File: src/rtl/lams_ram.sv
// Generic simple dual-port RAM: one write port, one registered read port.
// No dependencies.
module lams_ram #(
  parameter int WIDTH = 8,
  parameter int DEPTH = 16,
  localparam int AW = $clog2(DEPTH)
) (
  input  logic             clk,
  input  logic             we,
  input  logic [AW-1:0]    waddr,
  input  logic [WIDTH-1:0] wdata,
  input  logic [AW-1:0]    raddr,
  output logic [WIDTH-1:0] rdata
);

  logic [WIDTH-1:0] mem [DEPTH];

  always_ff @(posedge clk) begin
    if (we) begin
      mem[waddr] <= wdata;
    end
    rdata <= mem[raddr];
  end

endmodule

File: config.mk
export PLATFORM = sky130hd
export DESIGN_NAME = lams_ram
export DESIGN_NICKNAME = d
export VERILOG_FILES = /design/src/rtl/lams_ram.sv
export SDC_FILE = /design/constraint.sdc
export NUM_CORES = 1
export LEC_CHECK = 0
export BUFFER_PORTS_ARGS = -buffer_cell sky130_fd_sc_hd__clkbuf_2
export CELL_PAD_IN_SITES_DETAIL_PLACEMENT = 1
export CELL_PAD_IN_SITES_GLOBAL_PLACEMENT = 1
export CORE_MARGIN = 2
export CORE_UTILIZATION = 53
export CTS_CLUSTER_SIZE = 24
export DETAILED_ROUTE_END_ITERATION = 16
export PLACE_DENSITY = 0.87
export SYNTH_ARGS = -nofsm -noshare
export SYNTH_HDL_FRONTEND = slang
export SYNTH_SLANG_ARGS = --single-unit
File: constraint.sdc
create_clock -name clk -period 2.2 [get_ports clk]
set_input_delay 0.33 -clock clk [delete_from_list [all_inputs] [get_ports clk]]
set_output_delay 0.33 -clock clk [all_outputs]
set_load 0.005 [all_outputs]
==> summary.md, run 1 <==
The pin count of the biggest net entering global routing was 33. Setup repair after global routing left no endpoint under its margin. The min-delay analysis places its worst path in the category in2reg. The root buffer cell chosen for the clock tree is sky130_fd_sc_hd__clkbuf_8. The die covers 10500 sq um.

The final layout contains 299 nets. For the worst clock skew on the final layout, the log shows 0.00693 ns. The number of buffer cells added on primary ports was 25. The detailed-routing iteration count for the pre-antenna-repair pass was 4; the number of placement rows was 35. Actual transition at the worst max-transition pin: 0.748 ns.

The time the final worst path needs with I/O delays and setup came out at 1.40 ns. The xor and xnor area share after synthesis was 0%. The largest fanout of any net on the critical path came out at 1. The floorplan step set the die height to 103 um.

After clock tree synthesis, the clock-pin slew on the worst setup and hold paths is 0.06 ns. After synthesis, the largest area contributor takes up 74.7% of total cell area. The number of fill cells is 771, and the cell depth of the worst setup path is 1. The simple-gate area share of the yosys netlist works out to 3.18%.

After synthesis, the largest family of logic cells by area is multiplexers. Cell type group with the largest total delay on the critical path: flip-flops. The critical path buffer and inverter count came out at 1. Gate count after technology mapping: 229. Measured in cells, the most critical reg-to-reg path has a length of 3.

For the setup fix buffers added after clock tree synthesis, the log shows 0. In the final layout, the multi-input gates occupy 1060 sq um. Number of DRC violations after detailed routing: 0.

In the final layout, the share of cells above drive strength 1 is 31.3%. For the worst-skew pair later-pin latency, the log shows 0.52 ns. The H-tree was split into 4 levels. Of the total synthesized cell area, the portion taken by full adders, half adders and majority gates is 0%. The logs give 9330 sq um for the core outline area and 11.4 mm for the aggregate routed wire length. The hold-critical path depth was 1; the hold buffer count at cts was 0. The logs give 136 for the number of clock sinks and 0 for the final setup violation count.

TritonCTS built the clock tree. Once the floorplan was initialized, standard cells occupied 55.2% of the core. Power comes to 5860 uW.

The number of nets handed over by synthesis was 247. The post-synth design cell area was 5150 sq um. Once detailed placement completed, the half-perimeter wirelength came to 7.19 mm. The worst setup path is of the reg2out kind. In this run the mean area of a mapped cell was 22.5 sq um. Multiplexer cells account for 15.0% of the synthesized area. Once the clock tree was built, the resizer swapped 0 gates to a different size. The total of flip-flops plus latches after synthesis came out at 136. The logs give 0.00207 uW for the leakage power figure and 19 for the number of different library cells in the post-synthesis netlist. For this block, the via count after detailed routing is 2512.

Slowest cell on the critical path: sky130_fd_sc_hd__dfxtp_1. The overall global routing resource usage was 23.9%; the total grt overflow was 0. At the end of routability-driven placement, the weighted congestion stood at 0.792. Across the whole layout, storage elements account for 4000 sq um.

The Yosys step of the flow raised 0 warnings. The number of global-route vias before repair was 2708. Max-cap violations in this run came to 0.

The die is 103 um wide. In this design, the stage delay of the slowest critical-path cell is 0.40 ns. Dividing the final minimum period by the clock period gives 63.5%. The post-detailed-route count of antenna-violating nets was 0. The logs give 0 for the final max-slew violation count and 0 ns for the final total negative setup slack.

The post-synthesis cell type with the largest combined area is sky130_fd_sc_hd__edfxtp_1. Pin placement for this block handled 26 I/O pins. The worst setup path is launched from a register. Across the VDD grid, the largest voltage drop is 0.543 mV. The final hold violation count is 0. STA classifies the critical path endpoint as an output pin. No sink is reached through more buffers than the 2 on the longest clock path.

The post-detailed-route via-to-cell ratio is 5.94. Summing the areas of all compound-gate instances in the mapped netlist gives 2.33% of the synthesized area. The first global-routing pass estimated 16.8 mm of wire. Walking the worst path, the cells encountered are clkbuf_2. From synthesis to final layout, the design area changed by 17.9%. In the post-synthesis netlist, the biggest area contributors are sky130_fd_sc_hd__edfxtp_1 (75%), sky130_fd_sc_hd__mux4_2 (7.9%), sky130_fd_sc_hd__mux4_1 (7.1%).

0 antenna diodes ended up in the layout. The total power divided by cell area was 966 nW/um^2; the required time of the worst setup path was 1.87 ns. The tools report the total clock buffers created by CTS as 17. The number of antenna violations at the first check in global routing is 0. The run finished with clean final reports. After the first detailed-routing iteration, the DRC count stood at 250. The arrival time of data at the critical path endpoint was 1.07 ns. The worst pin sits at a relative slew slack of 50.0%. After synthesis, flip-flops and latches occupy 77.8% of the total area. Derived from the worst setup path, the maximum achievable clock frequency is 716 MHz. Routed length per placed instance: 27.0 um.
## report_power, final
group          switching, uW  internal [uW]
combinational            158            115
clock                   1040           1630
sequential              20.8           2900
total                   1220           4650
## flip-flops by register name, summed over array words and instances, names as in the netlist
register	flops
mem	128
rdata	8
## cell type report
type,instances,share of cell area [%]
Multi-Input combinational cell,83,17.4
Clock buffer,20,7.17
Clock inverter,12,2.10
Sequential cell,136,66.0
Tap cell,129,2.66
Timing Repair Buffer,43,4.70
## per-stage QoR
step / hold WS [ns] / utilization [%] / setup WS, ns / instance area [sq um] / instances
6_report: 0.255 / 65.1 / 0.803 / 6070 / 423
5_1_grt: 0.280 / 65.1 / 0.758 / 6070 / 423
4_1_cts: 0.252 / 65.1 / 0.771 / 6070 / 423
3_5_place_dp: 0.675 / 59.0 / 0.329 / 5510 / 391
3_3_place_gp: 0.652 / 59.0 / 0.395 / 5510 / 391
2_1_floorplan: 0.429 / - / 0.377 / 5150 / 229
## logic make-up after synthesis
family / count (synthesis)
AND/OR/NAND/NOR: 35
flip-flops: 136
buffers and inverters: 10
AO/OA/AOI/OAI: 16
multiplexers: 32
## layout by cell type, fill, tap and decap left out, types with 8 or more instances in the layout
cell	netlist	routed
sky130_fd_sc_hd__clkbuf_2	0	25
sky130_fd_sc_hd__clkbuf_16	0	16
sky130_fd_sc_hd__dfxtp_1	8	8
sky130_fd_sc_hd__mux4_2	18	18
sky130_fd_sc_hd__edfxtp_1	128	128
sky130_fd_sc_hd__nand2_1	9	9
sky130_fd_sc_hd__mux4_1	14	14
sky130_fd_sc_hd__buf_4	1	16
sky130_fd_sc_hd__a22oi_1	16	16
sky130_fd_sc_hd__nor2_1	13	13
## routing by layer
metal / wire [um] / share of wire [%] / GRT usage (%) / vias to the layer above
met5: 0 / 0 / 0 / -
met4: 316 / 2.8 / 10.7 / 0
met3: 666 / 5.8 / 5.42 / 24
met2: 5610 / 49 / 37.1 / 115
met1: 4830 / 42 / 33.2 / 1294
li1: - / - / - / 1079
## synth_stat cells
cell                              instances
sky130_fd_sc_hd__nor2b_1                  1
sky130_fd_sc_hd__nand3_1                  1
sky130_fd_sc_hd__nand2_1                  9
sky130_fd_sc_hd__or3b_2                   1
sky130_fd_sc_hd__clkdlybuf4s25_2          3
sky130_fd_sc_hd__and2b_1                  1
sky130_fd_sc_hd__and2_1                   1
sky130_fd_sc_hd__buf_2                    3
sky130_fd_sc_hd__buf_4                    1
sky130_fd_sc_hd__mux4_2                  18
sky130_fd_sc_hd__a22oi_1                 16
sky130_fd_sc_hd__dfxtp_1                  8
sky130_fd_sc_hd__edfxtp_1               128
sky130_fd_sc_hd__mux4_1                  14
sky130_fd_sc_hd__nor3_1                   4
sky130_fd_sc_hd__nand2b_1                 2
sky130_fd_sc_hd__nand3b_1                 2
sky130_fd_sc_hd__buf_6                    3
sky130_fd_sc_hd__nor2_1                  13
## final timing paths
path,from,to,slack (ns)
hold / removal,wdata[6],mem[6][6],0.26
hold reg to reg,mem[8][3],rdata[3],0.69
setup reg to reg,mem[2][7],rdata[7],0.81
setup / recovery,rdata[7],rdata[7],0.80
(Power assumes the default switching activity.)
==> inputs of run 2 (changes only) <==
- clock period: 2.2 -> 1.35 ns (I/O delays scaled with it)
==> run 2 against run 1 <==
  * The flow now finishes with violations (setup timing)
  * Global-route usage rose by 1.3 points
  * Sequential power rose by 63%
  * Worst setup slack worse by 0.87 ns
  * First-iteration DRC count is 28% higher
  * Clock-buffer cell count fell by 1
  * Design area increased by 3.2%
  * Wire length grew 5.4%
  * Largest power group is now the clock network
  * Via count up 3.8%
==> summary.md, run 2 (synthesis gave the netlist of run 1 again) <==
The commonest non-fill, non-tap cell in the layout is sky130_fd_sc_hd__edfxtp_1 (unchanged). The signed area change from the synthesized netlist to the final layout is 21.7% (was 17.9%), and the tightest slew margin relative to the limit is 44.4% (was 50.0%). The tools report the number of antenna cells inserted as 0 (unchanged).

The tools report the initial core utilization as 55.2% (unchanged). TritonCTS built the clock tree. The overall die height was 103 um (unchanged); the final worst-path setup slack was -0.0697 ns (was 0.803 ns). Most frequent cells in the layout: sky130_fd_sc_hd__edfxtp_1 (128), sky130_fd_sc_hd__buf_4 (29), sky130_fd_sc_hd__clkbuf_2 (25) (was sky130_fd_sc_hd__edfxtp_1 (128), sky130_fd_sc_hd__clkbuf_2 (25), sky130_fd_sc_hd__mux4_2 (18)). The smallest clock period supported by the final layout is computed as 1.42 ns. The top register by number of flip-flops was mem (unchanged).

The final reports fail on setup timing. Worst clock skew on the final layout: 0.00522 ns (was 0.00693 ns). The share of final-layout standard cells stronger than drive strength 1 came out at 38.6% (was 31.3%). Registers with the most flip-flops: mem: 128 flops, rdata: 8 flops (unchanged). The detailed-route via count was 2607 (was 2512). The flip-flop count of the largest register, all copies and words added is 128 (unchanged). The clock root buffer master was sky130_fd_sc_hd__clkbuf_8 (unchanged).

The actual transition at the worst max-transition pin is 0.831 ns (was 0.748 ns). Of the available clock period, the critical path in the final layout requires 105%. The logs give 0 (unchanged) for the final max-slew violation count and 704 MHz for the highest clock rate. The run finished, with violations left. The overall global routing resource usage is 25.2% (was 23.9%). The logs give 17 (unchanged) for the total clock buffers created by CTS and -0.0697 ns (was 0 ns) for the final total negative setup slack. The final hold violation count is 0 (unchanged). The final net count came out at 313 (was 299). The critical path capture point type is a register (was an output pin).

The logs give 0 (unchanged) for the number of antenna violations at the first check in global routing and 35 (unchanged) for the number of placement rows. The die outline area was 10500 sq um (unchanged); the fraction of the core area covered by cells at the end of the flow was 67.2% (was 65.1%). The first-pass GRT wire length is 17.8 mm (was 16.8 mm), and the required time of the worst setup path is 1.74 ns (was 1.87 ns). The number of buffer cells added on primary ports came out at 25 (unchanged).

The detailed-routing iteration count for the pre-antenna-repair pass is 5 (was 4). The post-layout total power came out at 10100 uW (was 5860 uW). For the arrival time of data at the critical path endpoint, the log shows 1.81 ns (was 1.07 ns). The highest ir drop seen on vdd is 0.921 mV (was 0.543 mV), and the pin count of the biggest net entering global routing is 21 (was 33). The largest fanout of any net on the critical path is 1 (unchanged).

Total power divided by cell area: 1620 nW/um^2 (was 966 nW/um^2). The maximum buffer depth of the clock tree was 2 (unchanged). The path class of the lowest-slack min-delay path is in2reg (unchanged). The number of clock sinks is 136 (unchanged), and the leakage power figure is 0.00216 uW (was 0.00207 uW). The routed length per placed instance is 27.6 um (was 27.0 um). The post-detailed-route via-to-cell ratio is 5.97 (was 5.94), and the clock slew at the register clock pins of the worst setup and hold paths is 0.06 ns (about the same). The core outline area is 9330 sq um (unchanged), and the violation count after the first detailed-routing iteration is 321 (was 250).

The run gives 4 (unchanged) as the deepest level of the CTS H-tree. The half-perimeter wire length after detailed placement is 7.11 mm (was 7.19 mm). The run gives 0 (unchanged) as the number of max-cap violations. The tools report the hold buffer count at cts as 0 (unchanged). The logs give 0 (unchanged) for the total grt overflow and 763 (was 771) for the number of fill cells.

The number of global-route vias before repair came out at 2781 (was 2708). The worst hold margin was 0.145 ns (was 0.255 ns); the final setup violation count was 1 (was 0). Post-detailed-route count of antenna-violating nets: 0 (unchanged). Routability congestion estimate: 0.749 (was 0.792).

The type of the worst setup path is reg2reg (was reg2out). The width of the die was 103 um (unchanged); the setup fix buffers added after clock tree synthesis was 0 (unchanged). The tools report the aggregate routed wire length as 12.0 mm (was 11.4 mm). The top-level I/O count is 26 (unchanged).

The run gives 0 (unchanged) as the number of DRC violations after detailed routing. The type of origin of the critical path is a register (unchanged). Register-to-register path setup slack: -0.07 ns (was 0.81 ns). The worst-skew pair later-pin latency came out at 0.52 ns (about the same).

Setup repair after global routing could not meet its margin everywhere.
[run 2: cell count changes in the layout (fill, tap and decap cells not counted), moves of 2 or more]
cell	change
sky130_fd_sc_hd__buf_4	+13
sky130_fd_sc_hd__mux4_1	-5
sky130_fd_sc_hd__mux4_2	+5
sky130_fd_sc_hd__a22oi_1	-4
sky130_fd_sc_hd__a22oi_2	+4
sky130_fd_sc_hd__inv_6	+4
sky130_fd_sc_hd__clkinv_2	-3
sky130_fd_sc_hd__nor3_1	-3
sky130_fd_sc_hd__nor3_2	+3
sky130_fd_sc_hd__bufinv_16	+2
[run 2: final timing paths]
path         startpoint         to  depth (start not counted)
max           mem[3][6]   rdata[6]                          3
min reg2reg  mem[14][0]   rdata[0]                          3
min            wdata[6]  mem[7][6]                          1
max reg2reg   mem[3][6]   rdata[6]                          3
[run 2: report_power, final]
part | switching, uW | internal (uW) | total, uW
Combinational | 276 | 216 | 492
Clock | 1800 | 3070 | 4870
Sequential | 38.8 | 4720 | 4760
[run 2: area by class of cell]
type / count / area [sq um] / area share [%]
Clock inverter: 13 / 191 / 3.06
Tap cell: 129 / 161 / 2.58
Multi-Input combinational cell: 83 / 1070 / 17.1
Timing Repair Buffer: 57 / 403 / 6.43
Sequential cell: 136 / 4000 / 63.9
Clock buffer: 19 / 432 / 6.89
[run 2: per-stage QoR]
| step | instance area, sq um | setup slack [ns] | std cells |
|---|---|---|---|
| floorplan | 5160 | -0.119 | 229 |
| global placement | 5640 | -0.271 | 405 |
| detailed placement | 5640 | -0.315 | 405 |
| CTS | 6270 | -0.0419 | 437 |
| global route | 6260 | -0.0736 | 437 |
| finish | 6260 | -0.0697 | 437 |
[run 2: repair_timing]
item	CTS	global route
cloned	0	0
setup endpoints to repair	4	7
gates resized for setup	7	2
pin swaps	1	1
endpoints found under the hold margin	0	0
[run 2: critical path: stages (launching register included)]
cell and delay [ns]:
sky130_fd_sc_hd__edfxtp_1 0.41, sky130_fd_sc_hd__mux4_2 0.51, sky130_fd_sc_hd__a22oi_2 0.25, sky130_fd_sc_hd__nand2_1 0.12
[run 2: metal layers]
metal / vias to the layer above / GRT usage (%) / routed length, um
met2: 133 / 39.0 / 5860
li1: 1104 / - / -
met1: 1349 / 35.6 / 5220
met3: 21 / 5.90 / 730
met4: 0 / 9.33 / 232
met5: - / 0 / 0
